--- config.mk ---
export PLATFORM = sky130hd
export DESIGN_NAME = fasta_stream_parser
export DESIGN_NICKNAME = d
export VERILOG_FILES = /design/src/hdl/fsp_pkg.sv /design/src/hdl/fasta_stream_parser.sv
export SDC_FILE = /design/constraint.sdc
export NUM_CORES = 1
export LEC_CHECK = 0
export BUFFER_PORTS_ARGS = -buffer_cell sky130_fd_sc_hd__buf_2
export CAP_MARGIN = 20
export CELL_PAD_IN_SITES_DETAIL_PLACEMENT = 1
export CELL_PAD_IN_SITES_GLOBAL_PLACEMENT = 1
export CORE_MARGIN = 2
export CORE_UTILIZATION = 35
export CTS_CLUSTER_DIAMETER = 100
export DETAILED_ROUTE_END_ITERATION = 10
export HOLD_SLACK_MARGIN = 0.05
export PLACE_DENSITY_LB_ADDON = 0.1
export SETUP_SLACK_MARGIN = 0.1
export SYNTH_ARGS = -nofsm -noshare
export SYNTH_HDL_FRONTEND = slang
export SYNTH_SLANG_ARGS = --single-unit
--- constraint.sdc ---
create_clock -name clock -period 13.7 [get_ports clock]
set_clock_uncertainty 0.1 [all_clocks]
set_input_delay 2.74 -clock clock [delete_from_list [all_inputs] [get_ports clock]]
set_output_delay 2.74 -clock clock [all_outputs]
set_load 0.01 [all_outputs]
--- src/hdl/fsp_pkg.sv ---
`default_nettype none
// ----------------------------------------------------------------------------
// FASTA stream parser package
// Shared types, character constants, result codes and the per-character
// update functions of the line state machine.
// ----------------------------------------------------------------------------
package fsp_pkg;

   // Characters of interest
   localparam logic [7:0] CHAR_GT    = 8'h3E;  // '>'
   localparam logic [7:0] CHAR_CR    = 8'h0D;
   localparam logic [7:0] CHAR_LF    = 8'h0A;
   localparam logic [7:0] CHAR_SPACE = 8'h20;

   // Input item kinds
   localparam logic REQ_TEXT = 1'b0;
   localparam logic REQ_EOI  = 1'b1;

   // Result kinds
   localparam logic [1:0] KIND_ID  = 2'd0;
   localparam logic [1:0] KIND_SEQ = 2'd1;
   localparam logic [1:0] KIND_END = 2'd2;
   localparam logic [1:0] KIND_ERR = 2'd3;

   // Error codes
   localparam logic [1:0] ERR_EMPTY_SEQ = 2'd0;
   localparam logic [1:0] ERR_EMPTY_HDR = 2'd1;
   localparam logic [1:0] ERR_ILLEGAL   = 2'd2;

   // Line mode, one-hot
   typedef enum logic [4:0] {
      MODE_START = 5'b00001,
      MODE_ID    = 5'b00010,
      MODE_REST  = 5'b00100,
      MODE_SEQ   = 5'b01000,
      MODE_ERROR = 5'b10000
   } mode_type;

   // Parser control state
   typedef struct packed {
      mode_type mode;
      logic     header_seen;
      logic     sequence_nonempty;
      logic     id_char_seen;
      logic     pending_cr;
      logic     line_has_chars;
   } ctl_type;

   localparam ctl_type CTL_RESET = '{
      mode:              MODE_START,
      header_seen:       1'b0,
      sequence_nonempty: 1'b0,
      id_char_seen:      1'b0,
      pending_cr:        1'b0,
      line_has_chars:    1'b0
   };

   // Outcome of one parser operation: new state and at most one result
   typedef struct packed {
      ctl_type    ctl;
      logic       emit;
      logic [1:0] kind;
      logic [7:0] out_byte;
      logic [1:0] code;
      logic       last;
      logic       inc_line;
      logic       inc_rec;
   } step_type;

   // No-op outcome carrying the given state
   function automatic step_type step_nop(input ctl_type s);
      step_type r;
      r          = '0;
      r.ctl      = s;
      return r;
   endfunction

   // Raise an error: enter error mode and emit the final error result
   function automatic step_type step_error(input ctl_type s, input logic [1:0] code);
      step_type r;
      r          = step_nop(s);
      r.ctl.mode = MODE_ERROR;
      r.emit     = 1'b1;
      r.kind     = KIND_ERR;
      r.code     = code;
      r.last     = 1'b1;
      return r;
   endfunction

   // Nucleotide codes A C G T U R Y K M S W B D H N X and '-', either case (IUPAC set without V)
   function automatic logic is_iupac(input logic [7:0] c);
      logic [7:0] u;
      logic       ok;
      u = c;
      if (c >= 8'h61 && c <= 8'h7A) begin
         u = c - 8'h20;
      end
      case (u) inside
         8'h41, 8'h43, 8'h47, 8'h54, 8'h55, 8'h52, 8'h59, 8'h4B, 8'h4D,
         8'h53, 8'h57, 8'h42, 8'h44, 8'h48, 8'h4E, 8'h58, 8'h2D: ok = 1'b1;
         default: ok = 1'b0;
      endcase
      return ok;
   endfunction

   // One character of a line (not CR/LF handling)
   function automatic step_type line_char(input ctl_type s, input logic [7:0] c);
      step_type r;
      logic     done;
      r    = step_nop(s);
      done = 1'b0;
      // first character of a line: header or sequence
      if (s.mode == MODE_START) begin
         r.ctl.line_has_chars = 1'b1;
         if (c == CHAR_GT) begin
            done = 1'b1;
            if (s.header_seen && !s.sequence_nonempty) begin
               r = step_error(r.ctl, ERR_EMPTY_SEQ);
            end else begin
               if (s.header_seen) begin
                  r.emit                  = 1'b1;
                  r.kind                  = KIND_END;
                  r.inc_rec               = 1'b1;
                  r.ctl.sequence_nonempty = 1'b0;
               end
               r.ctl.header_seen  = 1'b1;
               r.ctl.id_char_seen = 1'b0;
               r.ctl.mode         = MODE_ID;
            end
         end else begin
            r.ctl.mode = MODE_SEQ;
         end
      end
      // id bytes up to the first space
      if (!done && r.ctl.mode == MODE_ID) begin
         done = 1'b1;
         if (c == CHAR_SPACE) begin
            if (!r.ctl.id_char_seen) begin
               r = step_error(r.ctl, ERR_EMPTY_HDR);
            end else begin
               r.ctl.mode = MODE_REST;
            end
         end else begin
            r.ctl.id_char_seen = 1'b1;
            r.emit             = 1'b1;
            r.kind             = KIND_ID;
            r.out_byte         = c;
         end
      end
      // sequence bytes, checked
      if (!done && r.ctl.mode == MODE_SEQ) begin
         if (!is_iupac(c)) begin
            r = step_error(r.ctl, ERR_ILLEGAL);
         end else begin
            r.ctl.sequence_nonempty = 1'b1;
            r.emit                  = 1'b1;
            r.kind                  = KIND_SEQ;
            r.out_byte              = c;
         end
      end
      return r;
   endfunction

   // End of a line
   function automatic step_type end_line(input ctl_type s);
      step_type r;
      r = step_nop(s);
      if (s.mode != MODE_ERROR) begin
         if (s.mode == MODE_ID && !s.id_char_seen) begin
            r = step_error(s, ERR_EMPTY_HDR);
         end else begin
            r.inc_line           = s.line_has_chars;
            r.ctl.mode           = MODE_START;
            r.ctl.line_has_chars = 1'b0;
         end
      end
      return r;
   endfunction

endpackage : fsp_pkg
`default_nettype wire

--- src/hdl/fasta_stream_parser.sv ---
`default_nettype none
// ----------------------------------------------------------------------------
// FASTA stream parser
// Parses FASTA text one byte per item and emits id bytes, sequence bytes,
// record ends and errors.
// ----------------------------------------------------------------------------
// Usage:
//   req_* : one item per byte of text (req_kind 0) or end of input (req_kind 1).
//   rsp_* : result items: id byte, sequence byte, record end or error, with the
//           record number and line number at that point. rsp_last marks the
//           final record end or the error that ends a parse.
//   Each input item gives zero, one or two result items. The parser state is
//   updated in the cycle the item is taken and its results are written into
//   a four-entry result queue; the first result is offered on rsp_* in the
//   next cycle if the queue was empty.
//   Throughput: one input item per cycle while req_stall is low. req_stall
//   rises while fewer than two queue entries are free; the single result port
//   sends the two results of an item one after the other.
//   After an error, text is swallowed until end of input; end of input
//   always returns the parser to its reset state.
//   Reset empties the queue and puts the parser at the start of a line with
//   both counters at one. A stalled receiver fills the queue, after which
//   req_stall holds off the sender; nothing is lost.
// ----------------------------------------------------------------------------
module fasta_stream_parser #(
   parameter int LINE_COUNT_BITS   = 32,
   parameter int RECORD_COUNT_BITS = 32
) (
   input  wire logic        clock,
   input  wire logic        reset,
   // input channel
   input  wire logic        req_valid,
   output logic             req_stall,
   input  wire logic        req_kind,
   input  wire logic [7:0]  req_data_byte,
   // result channel
   output logic             rsp_valid,
   input  wire logic        rsp_stall,
   output logic [1:0]       rsp_out_kind,
   output logic [7:0]       rsp_out_byte,
   output logic [31:0]      rsp_record_number,
   output logic [1:0]       rsp_error_code,
   output logic [31:0]      rsp_line_number,
   output logic             rsp_last
);
   import fsp_pkg::*;

   localparam int QDEPTH = 4;
   localparam int QPTR_W = $clog2(QDEPTH);
   localparam int QCNT_W = $clog2(QDEPTH + 1);

   typedef struct packed {
      logic [1:0]  out_kind;
      logic [7:0]  out_byte;
      logic [31:0] record_number;
      logic [1:0]  error_code;
      logic [31:0] line_number;
      logic        last;
   } res_type;

   // parser state
   ctl_type                        ctl_ff, ctl_in;
   logic [LINE_COUNT_BITS-1:0]     line_cnt_ff, line_cnt_in, line_sat;
   logic [RECORD_COUNT_BITS-1:0]   rec_cnt_ff, rec_cnt_in, rec_sat;

   // result queue
   res_type                        queue_ff [QDEPTH];
   logic [QPTR_W-1:0]              wr_ptr_ff, wr_ptr_in, rd_ptr_ff, rd_ptr_in, wr2_idx;
   logic [QCNT_W-1:0]              count_ff, count_in;

   // step evaluation
   step_type                       st1, st2;
   ctl_type                        c0;
   logic                           go2;
   logic                           req_fire, rsp_fire;
   res_type                        ent1, ent2;
   logic [1:0]                     push_n;

   assign req_fire = req_valid && !req_stall;
   assign rsp_fire = rsp_valid && !rsp_stall;

   // saturating counter increments
   assign line_sat = (line_cnt_ff == '1) ? line_cnt_ff : line_cnt_ff + 1'b1;
   assign rec_sat  = (rec_cnt_ff == '1) ? rec_cnt_ff : rec_cnt_ff + 1'b1;

   // one item: for text, pending CR (if any) first, then the new byte
   always_comb begin
      st1 = step_nop(ctl_ff);
      st2 = step_nop(ctl_ff);
      c0  = ctl_ff;
      go2 = 1'b0;
      c0.pending_cr = 1'b0;
      if (req_kind == REQ_TEXT) begin
         if (ctl_ff.mode != MODE_ERROR) begin
            if (ctl_ff.pending_cr) begin
               if (req_data_byte == CHAR_LF) begin
                  st1 = end_line(c0);
               end else begin
                  st1 = line_char(c0, CHAR_CR);
                  go2 = (st1.ctl.mode != MODE_ERROR);
               end
            end else begin
               go2 = 1'b1;
            end
            st2 = step_nop(st1.ctl);
            if (go2) begin
               if (req_data_byte == CHAR_CR) begin
                  st2.ctl.pending_cr = 1'b1;
               end else if (req_data_byte == CHAR_LF) begin
                  st2 = end_line(st1.ctl);
               end else begin
                  st2 = line_char(st1.ctl, req_data_byte);
               end
            end
         end
      end else begin
         // end of input: finish the open line, then close the record
         if (ctl_ff.mode != MODE_ERROR) begin
            st1 = end_line(c0);
            st2 = step_nop(st1.ctl);
            if (st1.ctl.mode != MODE_ERROR) begin
               if (!st1.ctl.sequence_nonempty) begin
                  st2 = step_error(st1.ctl, ERR_EMPTY_SEQ);
               end else begin
                  st2.emit = 1'b1;
                  st2.kind = KIND_END;
                  st2.last = 1'b1;
               end
            end
         end
      end
   end

   // next parser state
   always_comb begin
      ctl_in      = ctl_ff;
      line_cnt_in = line_cnt_ff;
      rec_cnt_in  = rec_cnt_ff;
      if (req_fire) begin
         if (req_kind == REQ_EOI) begin
            ctl_in      = CTL_RESET;
            line_cnt_in = LINE_COUNT_BITS'(1);
            rec_cnt_in  = RECORD_COUNT_BITS'(1);
         end else begin
            ctl_in = st2.ctl;
            if (st1.inc_line || st2.inc_line) begin
               line_cnt_in = line_sat;
            end
            if (st1.inc_rec || st2.inc_rec) begin
               rec_cnt_in = rec_sat;
            end
         end
      end
   end

   // result entries; the second sees counters after the first operation
   always_comb begin
      ent1.out_kind      = st1.kind;
      ent1.out_byte      = st1.out_byte;
      ent1.record_number = 32'(rec_cnt_ff);
      ent1.error_code    = st1.code;
      ent1.line_number   = 32'(line_cnt_ff);
      ent1.last          = st1.last;
      ent2.out_kind      = st2.kind;
      ent2.out_byte      = st2.out_byte;
      ent2.record_number = st1.inc_rec ? 32'(rec_sat) : 32'(rec_cnt_ff);
      ent2.error_code    = st2.code;
      ent2.line_number   = st1.inc_line ? 32'(line_sat) : 32'(line_cnt_ff);
      ent2.last          = st2.last;
   end

   // queue pointers and fill level
   assign push_n    = req_fire ? (2'(st1.emit) + 2'(st2.emit)) : 2'd0;
   assign wr2_idx   = wr_ptr_ff + QPTR_W'(st1.emit);
   assign wr_ptr_in = wr_ptr_ff + QPTR_W'(push_n);
   assign rd_ptr_in = rd_ptr_ff + QPTR_W'(rsp_fire);
   assign count_in  = count_ff + QCNT_W'(push_n) - QCNT_W'(rsp_fire);

   assign req_stall = (count_ff > QCNT_W'(QDEPTH - 2));
   assign rsp_valid = (count_ff != '0);

   // result port
   assign rsp_out_kind      = queue_ff[rd_ptr_ff].out_kind;
   assign rsp_out_byte      = queue_ff[rd_ptr_ff].out_byte;
   assign rsp_record_number = queue_ff[rd_ptr_ff].record_number;
   assign rsp_error_code    = queue_ff[rd_ptr_ff].error_code;
   assign rsp_line_number   = queue_ff[rd_ptr_ff].line_number;
   assign rsp_last          = queue_ff[rd_ptr_ff].last;

   // control registers
   always_ff @(posedge clock) begin
      if (reset) begin
         ctl_ff      <= CTL_RESET;
         line_cnt_ff <= LINE_COUNT_BITS'(1);
         rec_cnt_ff  <= RECORD_COUNT_BITS'(1);
         wr_ptr_ff   <= '0;
         rd_ptr_ff   <= '0;
         count_ff    <= '0;
      end else begin
         ctl_ff      <= ctl_in;
         line_cnt_ff <= line_cnt_in;
         rec_cnt_ff  <= rec_cnt_in;
         wr_ptr_ff   <= wr_ptr_in;
         rd_ptr_ff   <= rd_ptr_in;
         count_ff    <= count_in;
      end
   end

   // queue storage
   always_ff @(posedge clock) begin
      if (req_fire && st1.emit) begin
         queue_ff[wr_ptr_ff] <= ent1;
      end
      if (req_fire && st2.emit) begin
         queue_ff[wr2_idx] <= ent2;
      end
   end

`ifndef SYNTHESIS
   // queue never overfills
   a_queue_bound: assert property (@(posedge clock) disable iff (reset)
      count_ff <= QCNT_W'(QDEPTH))
      else $error("result queue overfilled");

   // text swallowed in error mode gives no result and keeps error mode
   a_error_quiet: assert property (@(posedge clock) disable iff (reset)
      (req_fire && req_kind == REQ_TEXT && ctl_ff.mode == MODE_ERROR)
      |-> (push_n == 2'd0) ##1 (ctl_ff.mode == MODE_ERROR))
      else $error("result produced while swallowing after error");

   // end of input always returns the parser to reset state
   a_eoi_reset: assert property (@(posedge clock) disable iff (reset)
      (req_fire && req_kind == REQ_EOI)
      |=> (ctl_ff == CTL_RESET && line_cnt_ff == LINE_COUNT_BITS'(1)
           && rec_cnt_ff == RECORD_COUNT_BITS'(1)))
      else $error("parser not reset after end of input");

   // fill level tracks pushes and pops
   a_count_track: assert property (@(posedge clock) disable iff (reset)
      !$past(reset) |-> count_ff == $past(count_ff) + QCNT_W'($past(push_n))
                                   - QCNT_W'($past(rsp_fire)))
      else $error("result queue level mismatch");
`endif

endmodule : fasta_stream_parser
`default_nettype wire
[Word-level counts from Yosys, hierarchy flattened]
Memory sizes are Yosys's and may differ from the RTL's. A register that Yosys moved wholly into a read port is not among the register bits.
Index checks and enable logic that the tools add are counted.
W data, S select, Z words.
Word-level totals
  bits in registers: 81
  bits in writable memories: 308
  logic and storage cells: 223
  memories kept: 1
Memories
  queue_ff: depth 4, width 77, rd ports 1, clocked after memory_dff 1, write ports 2, RTL line fasta_stream_parser.sv:67  | res_type queue_ff [QDEPTH];
Cells by class
  add/subtract/negate cells: 9
  $lt $le $gt $ge: 3
  equal/unequal tests: 35
  mux-type cells: 135
  reductions and logical operators: 29
Operator list (number)
  $mux W26: 31
  $mux W32: 8
  $eq A8 B7 Y1 const B: 16
  $mux W8: 9
  $add A32 B1 Y32 const B: 2
  $eq A32 B32 Y1 const B: 2
  $mux W5: 12
  $mux W1: 52
  $mux W16: 3
  $mux W10: 4
  $mux W14: 2
  $eq A8 B6 Y1 const B: 3
  $mux W11: 2
  $mux W21: 1
  $eq A5 B2 Y1 const B: 4
  $ne A5 B5 Y1 const B: 4
  $mux W19: 1
  $mux W17: 1
  $reduce_or A17 Y1: 1
  $eq A8 B4 Y1 const B: 2
  $mux W6: 2
  $logic_and A1 B1 Y1: 11
  $eq A5 B1 Y1 const B: 2
  $eq A5 B4 Y1 const B: 2
  17 further kinds: 34

[Depth between registers and ports, before layout]
Gate-level depths: netlist of the first run.
  word-level depth: 75
  gate-level depth with buffers: 18
  gate-level depth less buffers: 15

[Worst setup path after synthesis of the first run]
OpenSTA, ideal clock, no wires.
  path kind: in2reg
  from: input req_valid
  to: memory queue_ff[2][0] in the netlist's numbering, enable pin
  data arrival time: 9.103 ns
  path slack: 3.879 ns
  stages on the path: 6
  buffers on the path: 3
  path through: and2_1 -> clkbuf_1 -> clkbuf_1 -> clkbuf_1 -> nand3_1 -> o21ai_0
RTL lines
  start: declaration: RTL line fasta_stream_parser.sv:32  | input wire logic req_valid,
  end: declaration: RTL line fasta_stream_parser.sv:67

==> reports/metrics.cfg, run 1 <==
[status]
outcome = finished clean

[setup_path]
path_cells = buf_2 > or4_1 > nor2_2 > o21ai_0 > o21ai_0 > inv_1 > ha_1 > nor3_4 > o211ai_1 > o21ai_4 > buf_4 > buf_4
cp.required_ns = 13.80
setup.worst_path.end_class = flop
worstPathArrival_ns = 7.72
worst_path_max_delay_cell = nor3_4
critPathKind = input port to flop
critPathMaxFanout = 46
slowest_delay_ns = 0.86
start_kind = input port

[drt]
drcViolationCount = 0
dr_total_vias = 13206
wl_um = 56790
vias_per_cell = 5.624
dr_wl_met2_um = 26810
first_iter_violations = 856
wl_per_cell_um = 24.19
routed-wl-met3_um = 2222
drtAntennaViolNets = 0
wl_met1_um = 26520
highest_layer = met4
drt_pass1_iterations = 5

[power]
swShare_pct = 30.38
seqPwrFrac_pct = 41.3
total_power_w = 0.003561
p_leak_nw = 7.180
p_per_area_mw_per_mm2 = 161.4
p_int_w = 0.002480
switching_power_w = 0.001082
p_comb_share_pct = 23.8
peakVddDrop_mv = 0.08703
p_clk_share_pct = 34.8

[die]
io_pins = 92
start_util_pct = 35.31
core_area_mm2 = 0.05488
rows = 86
dieArea_mm2 = 0.05726
die_h_um = 239.3
fp.dieW_um = 239.3

[grt]
grt.overflow.total = 0
antenna_found_initial = 0
grt_usage_pct = 20.14
grt_pass1_wl_um = 86930
grt_start_max_net_pins = 63
grt_pass1_vias = 13920

[flow_run]
drv_cap = 0

[cts]
clk_latency_ns = 0.59
tritoncts = done
cts_hold_buf = 0
cts_setup_buffers = 0
cts_sinks = 389
numCtsBuffers = 44
cts_buffer_depth = 3
clk_pin_slew_ns = 0.06
cts_htree_levels = 2
cts_resized = 0
cts-root-buf = clkbuf_16

[synthesis]
postSynthCellCount = 1563
ys_types = 84
synth_warnings = 0
synth-seq-cells = 389
synth.area.top_cells = edfxtp_1 (48%), mux4_2 (8.9%), dfxtp_1 (8.4%), xnor2_1 (5.2%), nor2_1 (2.4%)
avgSynthCellArea_um2 = 12.40
async_flop_share_pct = 0
yosys.area.top_type = edfxtp_1
ys.flop_type = edfxtp_1
synth_area_mm2 = 0.01938
synth-edff-count = 308
syn_nets = 1588
synth_top_area_share_pct = 47.73
seq_area_frac_synth_pct = 56.10

[final_layout]
drive_gt1_share_pct = 19.46
final_common_cell = edfxtp_1
diodes = 0
nNetsFinal = 1634
final_cell_mix = edfxtp_1 (308), nor2_1 (123), nand2_1 (119), xnor2_1 (116), buf_2 (91)
fillCellCount = 5720
syn2layout_area_growth_pct = 13.90

[sta]
fin_crit_sh_pct = 55.62
fin_crit_ns = 7.620
hold_viol_final = 0
slew_viol_final = 0
rsz0062_at_grt = no
finalSetupTns_ns = 0
slew_headroom_pct = 30.36
worstMarginPinSlew_ns = 1.045
fmax_ghz = 0.1312
setup_viol = 0

[placement]
hpwlAfterDp_um = 35970
io_buffers = 91
gp_congestion = 0.8487

[hold_path]
hold_path.class = flop to flop

==> area by class of cell <==
cell class                 instances  area (µm²)  share of cell area [%]
tap                              704       880.8                   3.991
timing repair buffer             125       715.7                   3.242
clock buffer                      53        1155                   5.232
inverter                          32       120.1                  0.5442
multi-input combinational       1017        7980                   36.15
clock inverter                    28       342.8                   1.553
sequential                       389       10880                   49.28
==> through the flow <==
step	std cells	hold WS, ns	area [µm²]	setup WS, ns	util [%]
after global placement	2266	0.3928	20560	5.536	37.47
final	2348	0.4477	22070	6.080	40.22
after CTS	2347	0.4485	22060	6.014	40.20
after detailed placement	2266	0.4237	20560	5.431	37.47
after global routing	2348	0.4620	22070	5.752	40.22
after floorplan	1563	0.3733	19380	3.879	-
==> sequential cells by signal, summed over array words and instances (netlist names) <==
signal and cells:
ctl_ff 1, line_cnt_ff 32, count_ff 3, rd_ptr_ff 2, wr_ptr_ff 2, c0 9
queue_ff 308, rec_cnt_ff 32
==> cell usage after synthesis (30+ instances only) <==
| master | number |
|---|---|
| inv_1 | 30 |
| nand3_1 | 51 |
| nor3_1 | 37 |
| a21oi_1 | 54 |
| mux4_2 | 77 |
| xnor2_1 | 116 |
| dfxtp_1 | 81 |
| nand4_1 | 32 |
| nor2_1 | 123 |
| xor2_1 | 46 |
| nand2_1 | 119 |
| o21ai_0 | 44 |
| o31ai_1 | 32 |
| edfxtp_1 | 308 |
| clkbuf_1 | 108 |
==> power by group through the flow <==
stage / sequential (W) / combinational (W) / clock, W
6_report: 0.00147 / 0.000849 / 0.00124
3_3_place_gp: 0.00149 / 0.000864 / 0
2_1_floorplan: 0.00147 / 0.000552 / 0
5_1_grt: 0.00149 / 0.000915 / 0.00131
4_1_cts: 0.00148 / 0.000870 / 0.00127
3_5_place_dp: 0.00150 / 0.000866 / 0
==> kinds of logic (layout without fill, tap and decap cells) <==
kind of cell / count (synthesis) / after routing / synth area share [%]
xor+xnor: 162 / 162 / 7.322
mux: 97 / 97 / 10.03
simple gates: 487 / 487 / 12.67
flops: 389 / 389 / 56.10
buf+inv: 157 / 238 / 3.112
fa+ha+maj: 12 / 12 / 0.8135
compound gates: 259 / 259 / 9.950
==> worst max-delay path, delay by kind of cell <==
family                     cells  cell delay, ns
AOI/OAI and AO/OA              4            0.95
adders and majority gates      1            0.41
buffers and inverters          4            1.53
and+or+nand+nor                3            2.02
==> routing by layer <==
layer  GRT usage (%)  vias to the layer above
li1                -                     6039
met1           28.09                     6798
met2           33.01                      287
met3           2.870                       82
met4           5.152                        0
met5               0                        -
==> worst paths after layout <==
check	start	to	slack, ns	cells past startpoint
hold reg to reg	line_cnt_ff[31]$_SDFFE_PP0P_	line_cnt_ff[31]$_SDFFE_PP0P_	0.45	2
setup reg to reg	c0[9]$_SDFFE_PP0P_	queue_ff[0][20]$_DFFE_PP_	7.66	11
setup / recovery	req_data_byte[4]	queue_ff[0][20]$_DFFE_PP_	6.08	12
hold / removal	line_cnt_ff[31]$_SDFFE_PP0P_	line_cnt_ff[31]$_SDFFE_PP0P_	0.45	2
Note: power is estimated with default switching activity, not from simulation.
==> run 2: changes to the inputs <==
Clock period 13.7 ns to 6.3 ns, I/O delays scaled along.
==> run 2 against run 1 <==
  * Routed wire length is essentially flat
  * Design area grew 0.52%
  * Die area is the same
  * Combinational power grew 110%
  * Critical path depth grew 4
  * Via count grew 0.32%
  * Highest routed layer unchanged
  * Clock power grew 120%
==> reports/metrics.cfg, run 2 (synthesis gave the netlist of run 1 again) <==
[status]
outcome = finished clean

[final_layout]
instances_no_fill = 2359
reg.largest.list = queue_ff x308, line_cnt_ff x32, rec_cnt_ff x32
stdcell_area_mm2 = 0.02219
largest_register = queue_ff
diodes = 0
final_common_cell = edfxtp_1
drive_gt1_share_pct = 19.94
nNetsFinal = 1644
largest_reg_flops = 308
syn2layout_area_growth_pct = 14.49
final_cell_mix = edfxtp_1 (308), nor2_1 (123), nand2_1 (119), xnor2_1 (116), buf_2 (91)

[cts]
numCtsBuffers = 44
cts-root-buf = clkbuf_16
tritoncts = done
cts_htree_levels = 2
cts_sinks = 389
cts_hold_buf = 0
cts_buffer_depth = 3
cts_setup_buffers = 0
clk_latency_ns = 0.57
cts_resized = 0
clk_pin_slew_ns = 0.06

[placement]
io_buffers = 91
dp_cells = 2276
place_area_mm2 = 0.02068
hpwlAfterDp_um = 36480
gp_congestion = 0.8653

[sta]
fin_crit_ns = 5.049
rsz0062_at_grt = no
worstMarginPinSlew_ns = 1.033
slew_viol_final = 0
fin_crit_sh_pct = 80.14
slew_headroom_pct = 30.49
fin_hold_ws_ns = 0.4252
setup_viol = 0
fmax_ghz = 0.1981
hold_viol_final = 0
finalSetupTns_ns = 0

[drt]
wl_per_cell_um = 24.06
drtAntennaViolNets = 0
vias_per_cell = 5.616
drcViolationCount = 0
wl_um = 56750
dr_total_vias = 13248
first_iter_violations = 896
drt_pass1_iterations = 5

[hold_path]
hold_path.class = flop to flop

[power]
p_per_area_mw_per_mm2 = 347.6
peakVddDrop_mv = 0.1789
p_leak_nw = 7.263

[grt]
grt_usage_pct = 20.11
grt_pass1_wl_um = 87290
antenna_found_initial = 0
grt_pass1_vias = 13757
grt.overflow.total = 0
grt_start_max_net_pins = 69

[setup_path]
cp.required_ns = 6.63
critPathMaxFanout = 16
critPathKind = input port to flop
worstPathArrival_ns = 5.38
start_kind = input port
setup.worst_path.end_class = flop

[die]
fp.dieW_um = 239.3
core_area_mm2 = 0.05488
die_h_um = 239.3
io_pins = 92
dieArea_mm2 = 0.05726
start_util_pct = 35.31
rows = 86

[flow_run]
drv_cap = 0

==> run 2: final timing paths <==
check                          startpoint                      endpoint  slack, ns  cells past startpoint
max                      req_data_byte[4]        count_ff[2]$_SDFF_PP0_       1.25                     16
min          line_cnt_ff[31]$_SDFFE_PP0P_  line_cnt_ff[31]$_SDFFE_PP0P_       0.43                      2
max reg2reg            c0[7]$_SDFFE_PP0P_        count_ff[2]$_SDFF_PP0_       1.39                     15
min reg2reg  line_cnt_ff[31]$_SDFFE_PP0P_  line_cnt_ff[31]$_SDFFE_PP0P_       0.43                      2
==> run 2: layer usage <==
metal / share of wire [%] / wire (µm) / GRT usage [%] / up-vias
met1: 48 / 27230 / 28.59 / 6908
met4: 1.7 / 941 / 4.186 / 0
met3: 3.3 / 1874 / 2.858 / 60
met5: 0 / 0 / 0 / -
li1: - / - / - / 6052
met2: 47 / 26710 / 32.79 / 228
==> run 2: layout make-up <==
cell class	count	area [µm²]
fillers	5736	32690
flip-flops and latches	389	10880
multi-input cells	1017	7965
clock buffers	61	1226
well taps	704	880.8
repair buffers	135	853.3
clock inverters	21	264.0
inverters	32	120.1
==> run 2: through the flow <==
stage          power [W]  setup WS, ns  util, %
2_1_floorplan   0.004360        0.9057        -
3_3_place_gp    0.005124        0.8092    37.69
3_5_place_dp    0.005145        0.7287    37.69
4_1_cts         0.007836         1.318    40.41
5_1_grt         0.008053         1.051    40.43
6_report        0.007713         1.251    40.43
==> run 2: critical path: stages <==
cell,delay [ns]
buf_2,0.19
or4_1,0.72
nor3_4,0.34
o2111a_1,0.37
o211ai_1,0.20
o2111a_1,0.51
a21oi_1,0.25
ha_1,0.15
nand2_1,0.08
ha_1,0.31
inv_1,0.04
ha_1,0.18
fa_1,0.38
xor2_1,0.20
xnor2_1,0.14
nor2_1,0.05
==> run 2: report_power, final <==
group          switching (W)  total [W]  internal [W]
registers           0.000186    0.00323       0.00304
logic                0.00106    0.00181      0.000756
clock network        0.00106    0.00267       0.00161
==> run 3: changes to the inputs <==
Clock period 6.3 ns to 4.51 ns, I/O delays scaled along.
==> run 3 against run 2 <==
  * Sequential power rose by 38%
  * First-iteration DRC count rose by 15%
  * Non-clock buffer count rose by 68
  * Critical path depth fell by 2
  * Die area did not move
  * Clock-buffer cell count rose by 2
  * Design area rose by 2.7%
  * Routed wire length rose by 2.4%
  * Sequential cell count did not move
  * Combinational power rose by 52%
  * Power rose by 40%
  * Cell count rose by 3.0%
  * Critical path type is now flop to flop
  * Largest cell class unchanged
==> reports/metrics.cfg, run 3 (synthesis gave the netlist of run 1 again) <==
[drt]
drt_pass1_iterations = 5
dr_total_vias = 13404
drtAntennaViolNets = 0
wl_um = 58130
drcViolationCount = 0
first_iter_violations = 1028
wl_per_cell_um = 23.93
vias_per_cell = 5.518

[hold_path]
hold_path.class = flop to flop

[final_layout]
diodes = 0
nNetsFinal = 1713
reg.largest.list = queue_ff x308, line_cnt_ff x32, rec_cnt_ff x32
final_common_cell = edfxtp_1
syn2layout_area_growth_pct = 17.58
largest_register = queue_ff
largest_reg_flops = 308
drive_gt1_share_pct = 23.25
seq_area_mm2 = 0.01088
multiInputGateArea_mm2 = 0.008010
final_cell_mix = edfxtp_1 (308), nor2_1 (121), nand2_1 (119), xnor2_1 (115), buf_4 (97)
fillCellCount = 5761
fin_util_pct = 41.52

[grt]
grt_usage_pct = 20.52
grt_pass1_vias = 14376
grt_pass1_wl_um = 89050
grt_start_max_net_pins = 46
antenna_found_initial = 0
grt.overflow.total = 0

[sta]
worstMarginPinSlew_ns = 1.061
setup_viol = 0
fin_crit_sh_pct = 92.73
fin_hold_ws_ns = 0.4377
rsz0062_at_grt = no
slew_headroom_pct = 28.78
fin_crit_ns = 4.182
fmax_ghz = 0.2391
setup_ws_ns = 0.3278
hold_viol_final = 0
slew_viol_final = 0

[cts]
clk_latency_ns = 0.60
cts-root-buf = clkbuf_16
cts_resized = 0
numCtsBuffers = 45
cts_hold_buf = 0
cts_htree_levels = 2
cts_buffer_depth = 3
tritoncts = done
clk_pin_slew_ns = 0.06
cts_setup_buffers = 0
cts_sinks = 389

[setup_path]
critPathKind = flop to flop
start_kind = flop
path_cells = or4b_2 > or2_2 > nand3_1 > o2111a_2 > a21oi_2 > ha_1 > nand2_1 > ha_1 > inv_1 > ha_2 > fa_2 > xor2_1 > xnor2_1 > nor2_1
worstPathArrival_ns = 4.55
slowest_delay_ns = 0.70
setup.worst_path.end_class = flop
worst_path_max_delay_cell = or4b_2
cp.required_ns = 4.87
timing.critical_path.mode_cell = ha_1
critPathMaxFanout = 12

[power]
p_per_area_mw_per_mm2 = 473.0
p_leak_nw = 7.570
peakVddDrop_mv = 0.2510
total_power_w = 0.01078

[die]
core_area_mm2 = 0.05488
dieArea_mm2 = 0.05726
start_util_pct = 35.31
fp.dieW_um = 239.3
io_pins = 92
rows = 86
die_h_um = 239.3

[placement]
hpwlAfterDp_um = 38250
io_buffers = 91
pre_cts_slack_ns = -0.2130
gp_congestion = 0.8298

[status]
outcome = finished clean

[flow_run]
drv_cap = 0

-- run 3: cell types whose count changed in the layout (fill, tap and decap cells not counted), sizes merged --
cell          delta
buf             +69
clkinv           +6
bufinv           -3
clkbuf           +2
clkinvlp         -2
dlymetal6s2s     -1
inv              -1
-- run 3: per-layer routing --
| layer | up-vias | GRT usage [%] | wire [µm] |
|---|---|---|---|
| li1 | 6204 | - | - |
| met4 | 0 | 4.962 | 1018 |
| met5 | - | 0 | 0 |
| met3 | 70 | 3.238 | 2456 |
| met1 | 6868 | 28.58 | 27420 |
| met2 | 262 | 33.57 | 27240 |
-- run 3: worst paths after layout --
| path | start | endpoint | slack [ns] | cells after the start |
|---|---|---|---|---|
| min reg2reg | line_cnt_ff[31]$_SDFFE_PP0P_ | line_cnt_ff[31]$_SDFFE_PP0P_ | 0.44 | 2 |
| max reg2reg | c0[9]$_SDFFE_PP0P_ | count_ff[2]$_SDFF_PP0_ | 0.33 | 14 |
| min | line_cnt_ff[31]$_SDFFE_PP0P_ | line_cnt_ff[31]$_SDFFE_PP0P_ | 0.44 | 2 |
| max | c0[9]$_SDFFE_PP0P_ | count_ff[2]$_SDFF_PP0_ | 0.33 | 14 |
-- run 3: where the power goes --
| part | leakage (nW) | internal (W) | switching, W |
|---|---|---|---|
| registers | 3.54 | 0.00426 | 0.000207 |
| logic | 3.34 | 0.00118 | 0.00157 |
| clock network | 0.691 | 0.00205 | 0.00151 |
-- run 3: layout make-up --
type                    instances  area share [%]
flip-flops and latches        389           47.74
multi-input cells            1017           35.16
repair buffers                203           6.513
clock buffers                  63           5.327
well taps                     704           3.866
clock inverters                21          0.8677
inverters                      32          0.5272
-- run 3: critical path: cells and delay by family, from the launching register on --
kind	cells	cell delay [ns]
adders and majority gates	4	1.12
DFF	1	0.56
xor gates and xnor gates	2	0.32
buffers and inverters	1	0.04
and+or+nand+nor	5	1.57
AOI/OAI and AO/OA	2	0.36
-- run 3: through the flow --
stage          instances  cell area (µm²)  setup TNS [ns]
2_1_floorplan       1563            19470          -11.49
5_1_grt             2429            22780               0
6_report            2429            22780               0
4_1_cts             2429            22780               0
3_5_place_dp        2345            21370         -0.3277
3_3_place_gp        2345            21370         -0.2205
